<file path="src/sv/hkm_pkg.sv">
// ----------------------------------------------------------------------------
// hkm_pkg
// Types and constants shared by the HID report to key matrix block.
// ----------------------------------------------------------------------------
package hkm_pkg;

   localparam int ROWS      = 8;
   localparam int MAX_SLOTS = 6;

   typedef logic [ROWS-1:0][7:0] matrix_type;

   // function codes of the request word
   localparam logic [1:0] FUNC_REPORT = 2'd0;
   localparam logic [1:0] FUNC_READ   = 2'd1;
   localparam logic [1:0] FUNC_ACK    = 2'd2;
   localparam logic [1:0] FUNC_UNUSED = 2'd3;

   localparam logic [7:0] MOD_LSHIFT_MASK = 8'h02;
   localparam logic [7:0] SHIFT_CLR_MASK  = 8'hfc;

   // HID usage codes
   localparam logic [7:0] HK_A      = 8'h04;
   localparam logic [7:0] HK_Z      = 8'h1d;
   localparam logic [7:0] HK_1      = 8'h1e;
   localparam logic [7:0] HK_2      = 8'h1f;
   localparam logic [7:0] HK_6      = 8'h23;
   localparam logic [7:0] HK_7      = 8'h24;
   localparam logic [7:0] HK_8      = 8'h25;
   localparam logic [7:0] HK_9      = 8'h26;
   localparam logic [7:0] HK_0      = 8'h27;
   localparam logic [7:0] HK_ENTER  = 8'h28;
   localparam logic [7:0] HK_ESC    = 8'h29;
   localparam logic [7:0] HK_BKSP   = 8'h2a;
   localparam logic [7:0] HK_SPACE  = 8'h2c;
   localparam logic [7:0] HK_MINUS  = 8'h2d;
   localparam logic [7:0] HK_EQUAL  = 8'h2e;
   localparam logic [7:0] HK_SEMI   = 8'h33;
   localparam logic [7:0] HK_APOS   = 8'h34;
   localparam logic [7:0] HK_COMMA  = 8'h36;
   localparam logic [7:0] HK_DOT    = 8'h37;
   localparam logic [7:0] HK_SLASH  = 8'h38;
   localparam logic [7:0] HK_F1     = 8'h3a;
   localparam logic [7:0] HK_RIGHT  = 8'h4f;
   localparam logic [7:0] HK_LEFT   = 8'h50;
   localparam logic [7:0] HK_DOWN   = 8'h51;
   localparam logic [7:0] HK_UP     = 8'h52;
   localparam logic [7:0] HK_LCTRL  = 8'he0;
   localparam logic [7:0] HK_LSHIFT = 8'he1;
   localparam logic [7:0] HK_RCTRL  = 8'he4;
   localparam logic [7:0] HK_RSHIFT = 8'he5;

   typedef struct packed {
      logic [1:0] func;
      logic [7:0] modifiers;
      logic [7:0] key_a;
      logic [7:0] key_b;
      logic [7:0] key_c;
      logic [7:0] key_d;
      logic [7:0] key_e;
      logic [7:0] key_f;
      logic [7:0] read_addr;
   } req_word_type;

   typedef struct packed {
      logic [7:0] read_data;
      logic       changed;
      logic       dirty_out;
   } rsp_word_type;

   // decode of one key: matrix bits it presses and whether it drops shift
   typedef struct packed {
      matrix_type rows;
      logic       shift_clr;
   } key_dec_type;

endpackage

</file>
<file path="src/sv/hkm_if.sv">
// ----------------------------------------------------------------------------
// hkm_req_if / hkm_rsp_if
// Valid/ready channels carrying request and response words.
// ----------------------------------------------------------------------------
interface hkm_req_if import hkm_pkg::*; ();
   logic         valid;
   logic         ready;
   req_word_type payload;

   modport source (output valid, output payload, input ready);
   modport sink   (input valid, input payload, output ready);
endinterface

interface hkm_rsp_if import hkm_pkg::*; ();
   logic         valid;
   logic         ready;
   rsp_word_type payload;

   modport source (output valid, output payload, input ready);
   modport sink   (input valid, input payload, output ready);
endinterface

</file>
<file path="src/sv/hkm_key_decode.sv">
// ----------------------------------------------------------------------------
// hkm_key_decode
// Maps one HID usage code, with the shift state, to the matrix bits it presses and whether it drops shift.
// ----------------------------------------------------------------------------
module hkm_key_decode import hkm_pkg::*; (
   input  logic [7:0]  key,
   input  logic        shift,
   output key_dec_type dec
);

   logic [4:0] let_pos;
   logic [3:0] dig_pos;
   matrix_type m;
   logic       clr;

   assign let_pos = 5'(key - 8'd3);   // A lands on position 1
   assign dig_pos = 4'(key - 8'd29);  // 1 lands on position 1

   always_comb begin
      m   = '0;
      clr = 1'b0;
      if (key >= HK_A && key <= HK_Z) begin
         m[{1'b0, let_pos[4:3]}][let_pos[2:0]] = 1'b1;
      end else if (key == HK_2 && shift) begin
         m[0][0] = 1'b1;
         clr     = 1'b1;
      end else if (key == HK_6 && shift) begin
         clr = 1'b1;
      end else if (key == HK_7 && shift) begin
         m[4][6] = 1'b1;
      end else if (key == HK_8 && shift) begin
         m[5][2] = 1'b1;
      end else if (key == HK_9 && shift) begin
         m[5][0] = 1'b1;
         m[7][0] = 1'b1;
      end else if (key == HK_0 && shift) begin
         m[5][1] = 1'b1;
         m[7][0] = 1'b1;
      end else if (key >= HK_1 && key <= HK_9) begin
         m[{2'b10, dig_pos[3]}][dig_pos[2:0]] = 1'b1;
      end else if (key == HK_0) begin
         m[4][0] = 1'b1;
      end else if (key == HK_SEMI && !shift) begin
         m[5][3] = 1'b1;
         clr     = 1'b1;
      end else if (key == HK_SEMI) begin
         m[5][2] = 1'b1;
         clr     = 1'b1;
      end else if (key == HK_APOS && shift) begin
         m[4][2] = 1'b1;
         m[7][0] = 1'b1;
      end else if (key == HK_COMMA) begin
         m[5][4] = 1'b1;
      end else if (key == HK_DOT) begin
         m[5][6] = 1'b1;
      end else if (key == HK_EQUAL && !shift) begin
         m[5][5] = 1'b1;
         m[7][0] = 1'b1;
      end else if (key == HK_EQUAL) begin
         m[5][3] = 1'b1;
         m[7][0] = 1'b1;
      end else if (key == HK_MINUS && !shift) begin
         m[5][5] = 1'b1;
         clr     = 1'b1;
      end else if (key == HK_SLASH) begin
         m[5][7] = 1'b1;
      end else if (key == HK_ENTER) begin
         m[6][0] = 1'b1;
      end else if (key == HK_BKSP || key == HK_LEFT) begin
         m[6][5] = 1'b1;
      end else if (key == HK_ESC) begin
         m[6][2] = 1'b1;
      end else if (key == HK_UP) begin
         m[6][3] = 1'b1;
      end else if (key == HK_DOWN) begin
         m[6][4] = 1'b1;
      end else if (key == HK_RIGHT) begin
         m[6][6] = 1'b1;
      end else if (key == HK_SPACE) begin
         m[6][7] = 1'b1;
      end else if (key == HK_F1) begin
         m[6][1] = 1'b1;
      end else if (key == HK_LSHIFT) begin
         m[7][0] = 1'b1;
      end else if (key == HK_RSHIFT) begin
         m[7][1] = 1'b1;
      end else if (key == HK_LCTRL || key == HK_RCTRL) begin
         m[7][4] = 1'b1;
      end
   end

   assign dec.rows      = m;
   assign dec.shift_clr = clr;

endmodule

</file>
<file path="src/sv/hid_report_to_key_matrix.sv">
// ----------------------------------------------------------------------------
// hid_report_to_key_matrix
// Keyboard matrix emulation of an 8-row home computer fed by HID reports.
// ----------------------------------------------------------------------------
// Request channel req_chan carries one word per item: func selects a key
// report (decode up to six usage codes plus the shift modifier into the
// eight row bytes), a matrix read (OR of the rows whose bits are set in
// read_addr) or an acknowledge (return and clear the dirty flag).
// Response channel rsp_chan returns exactly one word per request, in order.
// Each request passes the input register, then the response register, and one
// word per cycle is sustained while the receiver takes every response. The
// work runs between the input register and the response register; the row
// bytes and dirty flag update as a word leaves the input register, so a
// following request always sees the prior one.
// When the receiver stalls, the response register holds and the input
// register fills; req_chan.ready then drops until the response is taken.
// Reset (synchronous) clears the rows, sets the dirty flag and empties both
// registers. KEY_SLOTS (1..6) sets how many key slots of a report count.
// ----------------------------------------------------------------------------
module hid_report_to_key_matrix import hkm_pkg::*; #(
   parameter int KEY_SLOTS = 6
) (
   input logic      clock,
   input logic      reset,
   hkm_req_if.sink   req_chan,
   hkm_rsp_if.source rsp_chan
);

   logic         s1_vld_ff, s1_vld_in;
   req_word_type s1_word_ff;
   logic         out_vld_ff, out_vld_in;
   rsp_word_type out_word_ff, out_word_in;
   matrix_type   rows_ff, rows_in;
   logic         dirty_ff, dirty_in;

   logic         advance;
   logic [7:0]   keys [MAX_SLOTS];
   key_dec_type  dec  [MAX_SLOTS];
   matrix_type   new_rows;
   logic         shift_clr;
   logic         shift_on;
   logic         rows_diff;
   logic [7:0]   rd_data;

   // move stage one forward when the response register is free or drains
   assign advance        = !out_vld_ff || rsp_chan.ready;
   assign req_chan.ready = !s1_vld_ff || advance;
   assign rsp_chan.valid = out_vld_ff;
   assign rsp_chan.payload = out_word_ff;

   assign shift_on = (s1_word_ff.modifiers & MOD_LSHIFT_MASK) != 8'd0;

   assign keys[0] = s1_word_ff.key_a;
   assign keys[1] = s1_word_ff.key_b;
   assign keys[2] = s1_word_ff.key_c;
   assign keys[3] = s1_word_ff.key_d;
   assign keys[4] = s1_word_ff.key_e;
   assign keys[5] = s1_word_ff.key_f;

   for (genvar i = 0; i < MAX_SLOTS; i++) begin : g_slot
      if (i < KEY_SLOTS) begin : g_used
         hkm_key_decode u_dec (
            .key   (keys[i]),
            .shift (shift_on),
            .dec   (dec[i])
         );
      end else begin : g_unused
         assign dec[i] = '0;
      end
   end

   always_comb begin
      new_rows  = '0;
      shift_clr = 1'b0;
      for (int i = 0; i < MAX_SLOTS; i++) begin
         new_rows  = new_rows | dec[i].rows;
         shift_clr = shift_clr | dec[i].shift_clr;
      end
      if (shift_clr) begin
         new_rows[ROWS-1] = new_rows[ROWS-1] & SHIFT_CLR_MASK;
      end
   end

   assign rows_diff = new_rows != rows_ff;

   always_comb begin
      rd_data = '0;
      for (int r = 0; r < ROWS; r++) begin
         if (s1_word_ff.read_addr[r]) begin
            rd_data = rd_data | rows_ff[r];
         end
      end
   end

   always_comb begin
      rows_in     = rows_ff;
      dirty_in    = dirty_ff;
      out_vld_in  = out_vld_ff;
      out_word_in = out_word_ff;
      s1_vld_in   = s1_vld_ff;
      // load stage one whenever it can take a word
      if (req_chan.ready) begin
         s1_vld_in = req_chan.valid;
      end
      if (advance) begin
         out_vld_in = s1_vld_ff;
         out_word_in.read_data = '0;
         out_word_in.changed   = 1'b0;
         out_word_in.dirty_out = dirty_ff;
         unique case (s1_word_ff.func)
            FUNC_REPORT: begin
               out_word_in.changed   = rows_diff;
               out_word_in.dirty_out = dirty_ff | rows_diff;
               if (s1_vld_ff) begin
                  rows_in  = new_rows;
                  dirty_in = dirty_ff | rows_diff;
               end
            end
            FUNC_READ: begin
               out_word_in.read_data = rd_data;
            end
            FUNC_ACK: begin
               if (s1_vld_ff) begin
                  dirty_in = 1'b0;
               end
            end
            default: begin
            end
         endcase
      end
   end

   always_ff @(posedge clock) begin
      if (reset) begin
         s1_vld_ff  <= 1'b0;
         out_vld_ff <= 1'b0;
         rows_ff    <= '0;
         dirty_ff   <= 1'b1;
      end else begin
         s1_vld_ff  <= s1_vld_in;
         out_vld_ff <= out_vld_in;
         rows_ff    <= rows_in;
         dirty_ff   <= dirty_in;
      end
   end

   // payload registers: the input word captures on acceptance and holds otherwise; the response word loads on advance
   always_ff @(posedge clock) begin
      if (req_chan.valid && req_chan.ready) begin
         s1_word_ff <= req_chan.payload;
      end
      out_word_ff <= out_word_in;
   end

endmodule
</file>
<file path="src/flat_wrapper.sv">
// flat-port wrapper written by rule: the top's interface ports become plain ports
module hid_report_to_key_matrix_flat import hkm_pkg::*;
#(
   parameter int KEY_SLOTS = 6
)
  (clock, reset, req_chan_valid, req_chan_payload, req_chan_ready, rsp_chan_valid, rsp_chan_payload, rsp_chan_ready);
  hkm_req_if req_chan_i ();
  hkm_rsp_if rsp_chan_i ();
  input logic clock;
  input logic reset;
  input wire logic [$bits(req_chan_i.valid)-1:0] req_chan_valid;
  input wire logic [$bits(req_chan_i.payload)-1:0] req_chan_payload;
  output wire logic [$bits(req_chan_i.ready)-1:0] req_chan_ready;
  output wire logic [$bits(rsp_chan_i.valid)-1:0] rsp_chan_valid;
  output wire logic [$bits(rsp_chan_i.payload)-1:0] rsp_chan_payload;
  input wire logic [$bits(rsp_chan_i.ready)-1:0] rsp_chan_ready;
  assign req_chan_i.valid = req_chan_valid;
  assign req_chan_i.payload = req_chan_payload;
  assign req_chan_ready = req_chan_i.ready;
  assign rsp_chan_valid = rsp_chan_i.valid;
  assign rsp_chan_payload = rsp_chan_i.payload;
  assign rsp_chan_i.ready = rsp_chan_ready;
  hid_report_to_key_matrix #(.KEY_SLOTS(KEY_SLOTS)) u_core (.clock(clock), .reset(reset), .req_chan(req_chan_i), .rsp_chan(rsp_chan_i));
endmodule
</file>
<file path="config.mk">
export PLATFORM = sky130hd
export DESIGN_NAME = hid_report_to_key_matrix_flat
export DESIGN_NICKNAME = d
export VERILOG_FILES = /design/src/sv/hkm_pkg.sv /design/src/sv/hkm_if.sv /design/src/sv/hkm_key_decode.sv /design/src/sv/hid_report_to_key_matrix.sv /design/src/flat_wrapper.sv
export SDC_FILE = /design/constraint.sdc
export NUM_CORES = 1
export LEC_CHECK = 0
export BUFFER_PORTS_ARGS = -buffer_cell sky130_fd_sc_hd__buf_4
export CORE_MARGIN = 5
export CORE_UTILIZATION = 45
export CTS_BUF_LIST = sky130_fd_sc_hd__clkbuf_8
export DETAILED_ROUTE_END_ITERATION = 7
export GPL_TIMING_DRIVEN = 0
export RECOVER_POWER = 100
export SLEW_MARGIN = 0
export SYNTH_ARGS = -nofsm -noshare
export SYNTH_HDL_FRONTEND = slang
export SYNTH_SLANG_ARGS = --single-unit
</file>
<file path="constraint.sdc">
create_clock -name clock -period 5.6 [get_ports clock]
set_input_delay 1.12 -clock clock [delete_from_list [all_inputs] [get_ports clock]]
set_output_delay 1.12 -clock clock [all_outputs]
set_load 0.01 [all_outputs]
</file>
==> impl_summary.log <==
[metrics] IO Pins: 82
[metrics] result of the run: finished, violations left
[metrics] Clk Tree Root Cell: sky130_fd_sc_hd__clkbuf_8
[metrics] Setup Fix Bufs, Post-CTS: 0
[metrics] worst setup slack after placement: ~230 ps
[metrics] number of pins exceeding their max-slew limit in the final report: slightly below 70
[metrics] antenna diode count: 0
[metrics] warnings from Yosys: 0
[metrics] Seq cells post-synth: about 130
[metrics] Least-Margin Pin Slew: 4320 ps
[metrics] area inside the core boundary: 0.0304 mm2
[metrics] Tightest Hold Check Type: flip-flop to flip-flop
[metrics] number of placement rows: 64
[metrics] number of buffers on the longest clock path: 2
[metrics] Pleak: between 4 and 5 nW
[metrics] CTS buffer count: 17
[metrics] CP Max Fanout: 10
[metrics] clk_lat worst skew: 530 ps
[metrics] total vias in the final route: approximately 17000
[metrics] Final HPWL DP: 53800 um
[metrics] worst-case clock skew: 22.2 ps
[metrics] number of remaining DRC errors: 0
[metrics] flop2flop setup slack: -40 ps
[metrics] vias per cell: 7.23
[metrics] number of instances in the synthesized netlist: 1800
[metrics] total power draw: 2.84 mW
[metrics] cell taking the most area after synthesis: sky130_fd_sc_hd__edfxtp_1
[metrics] vias in the first global route: ~15000
[metrics] net count after synthesis: 1900
[metrics] Most Frequent Cell on Critical Path: sky130_fd_sc_hd__buf_2
[metrics] total negative slack for setup checks: -74.8 ps
[metrics] final setup violation count: 2
[metrics] count of antenna-violating nets left after detailed routing: 0
[metrics] overall fraction of global-route tracks in use: 0.393
[metrics] mean instance size in the synthesized netlist: 7.65 um2
[metrics] Synth Cell Area: 0.0138 mm2
[metrics] IO Port Bufs: 73
[metrics] clock tree from TritonCTS: built
[metrics] # clock sinks: around 130
[metrics] crit path setup slack, layout: -44.4 ps
[metrics] global placer's final weighted congestion: ~1.1
[metrics] post-detailed-routing wire length: 68800 um
[metrics] average wire per cell in the routed design: 29.9 um
[metrics] die span in x: between 150 and 200 um
[metrics] full die area: 0.0342 mm2
[metrics] Register Area: 0.00331 mm2
[metrics] cell at the slowest stage of the critical path: sky130_fd_sc_hd__nor4_1
[metrics] DRT Pass-1 Iters: 7
[metrics] pin count of the biggest net entering global routing: 60
[metrics] type of element capturing the critical path: flip-flop
[metrics] final hold vios: 0
[metrics] crit share post-route: 1.01
[metrics] area fraction of the dominant cell type after synthesis: 0.150
[metrics] sequential fraction of the synthesis area: 0.241
[metrics] most used standard cell by instance count after synthesis: sky130_fd_sc_hd__nor2_1
[metrics] final net count: 1992
[metrics] clock transition at the registers of the reported paths: 90 ps
[metrics] leading register cell type out of synthesis: sky130_fd_sc_hd__edfxtp_1
[metrics] area delta synth->final: 10.2%
[metrics] area of the multi-input gates: just under 0.01 mm2
[metrics] # H-tree levels: 4
[metrics] initial core utilization: 0.452
[metrics] Max Clk Rate: 177 MHz
[metrics] count of buffer and inverter cells on the critical path: 4
[metrics] filler cell count in the final layout: 3082
[metrics] chain of cells forming the critical path: buf_2 -> buf_2 -> buf_2 -> buf_2 -> nand2_1 -> nand3_1 -> nor4b_1 -> o21ai_0 -> o21ai_0 -> nor4_1 -> xnor2_1 -> nor4_2 -> nand4_1 -> nor4_4 -> o31ai_1
[metrics] top cell family by delay on the critical path: buffers and inverters
[metrics] PwrDens: 187 mW/mm2
[metrics] count of flip-flops with a built-in enable after synthesis: 69
[metrics] delay of the slowest cell on the worst path: 780 ps
[metrics] violated checks: capacitance limit, slew limit, setup timing
[metrics] ranking of synthesized cells by area: sky130_fd_sc_hd__edfxtp_1 (15%), sky130_fd_sc_hd__dfxtp_1 (9.0%), sky130_fd_sc_hd__nor2_1 (5.5%), sky130_fd_sc_hd__o22ai_1 (4.0%), sky130_fd_sc_hd__nand3_1 (3.8%)
[metrics] number of antenna violations at the first check in global routing: 0
[metrics] count of instances resized after the clock tree is built: 0
[metrics] most instantiated cells after synthesis: sky130_fd_sc_hd__nor2_1 (201), sky130_fd_sc_hd__nand2_1 (109), sky130_fd_sc_hd__nand3_1 (105)
[metrics] Rel. slew slack: -1.88
[metrics] distinct cell type count of the synthesized netlist: 103
[metrics] DR iter-0 viols: ~2800
[metrics] global-route wire length before repair: 101000 um
[metrics] total of hold buffers inserted after clock tree synthesis: 0
[metrics] final period demand of the worst path: 5640 ps
[metrics] CP Data Required Time: 5870 ps
[metrics] share of flip-flops with an asynchronous set or reset after synthesis: 0
[metrics] startpoint kind of the worst setup timing path: flip-flop
[metrics] setup repair after global routing missed its margin: no
[metrics] Critical Setup Path Class: flip-flop to flip-flop
[metrics] highest ir drop seen on vdd: 0.143 mV
[metrics] max-capacitance violation count: 3
[metrics] share of layout cells above drive strength 1: 0.107
[metrics] CP Data Arrival Time: 5910 ps
[metrics] total gr overflow: 0
[metrics] die span in y: 185 um
## state kept, by name, indices dropped and copies added, names as in the netlist
| register | flops |
|---|---|
| u_core.rows_ff | 59 |
| u_core.keys | 48 |
| u_core.s1_word_ff | 11 |
| u_core.rsp_chan.payload | 10 |
| u_core.dirty_ff | 1 |
| u_core.rsp_chan.valid | 1 |
| u_core.s1_vld_ff | 1 |
## worst register-to-register path, delay by kind of cell (launching register included)
family	cells	cell delay, ps
AO/OA/AOI/OAI	3	990
buffers and inverters	4	1960
AND/OR/NAND/NOR	7	1820
flip-flops	1	420
XOR/XNOR	1	190
## area by class of cell
type,instances,share of cell area
Sequential cell,131,0.218
Inverter,36,0.00891
Timing Repair Buffer,73,0.0332
Multi-Input combinational cell,1488,0.636
Clock inverter,15,0.0123
Buffer,145,0.0433
Clock buffer,17,0.0154
Tap cell,396,0.0327
## per-stage QoR
stage / cell area, um2 / instances / utilization / hold WS [ps]
finish: 15200 / 2301 / 0.498 / 495
global route: 15200 / 2301 / 0.498 / 513
global placement: 14800 / 2269 / 0.487 / 482
CTS: 15200 / 2301 / 0.501 / 499
detailed placement: 14800 / 2269 / 0.487 / 485
floorplan: 13800 / 1800 / - / 461
## kinds of logic (layout without fill, tap and decap cells)
logic type | after synthesis | after routing | synth area share
simple gates | 880 | 880 | 0.357
compound gates | 492 | 492 | 0.262
buf+inv | 181 | 286 | 0.0576
flops | 131 | 131 | 0.241
xor+xnor | 77 | 77 | 0.0490
fa+ha+maj | 30 | 30 | 0.0273
mux | 9 | 9 | 0.00672
## routing by layer
| layer | global-route usage | routed length (um) | vias to the layer above |
|---|---|---|---|
| met3 | 0.100 | 8430 | 258 |
| met4 | 0.198 | 4540 | 0 |
| li1 | - | - | 7177 |
| met5 | 0 | 0 | - |
| met1 | 0.537 | 27300 | 7883 |
| met2 | 0.577 | 28500 | 1322 |
## where the power goes
part	switching (mW)	internal, mW
Clock	0.520	0.418
Sequential	0.0437	1.06
Combinational	0.561	0.233
## final timing paths
kind / endpoint / start / depth (start not counted)
max: u_core.rsp_chan.payload[0] / u_core.s1_word_ff[57] / 15
min reg2reg: u_core.rows_ff[57] / u_core.rows_ff[57] / 2
min: u_core.rows_ff[57] / u_core.rows_ff[57] / 2
max reg2reg: u_core.rsp_chan.payload[0] / u_core.s1_word_ff[57] / 15
## cell usage in the layout, fill, tap and decap left out, drive strengths merged, types with 52 or more instances in the layout
cell    Yosys  final
nand4      52     52
nand2     109    109
clkbuf     80    171
o22ai      90     90
nand3     108    108
buf        65     64
nor3       83     83
edfxtp     69     69
o21ai      58     58
nor2b      59     59
dfxtp      62     62
a211oi     62     62
nor2      201    201
Note: power is estimated with default switching activity, not from simulation.
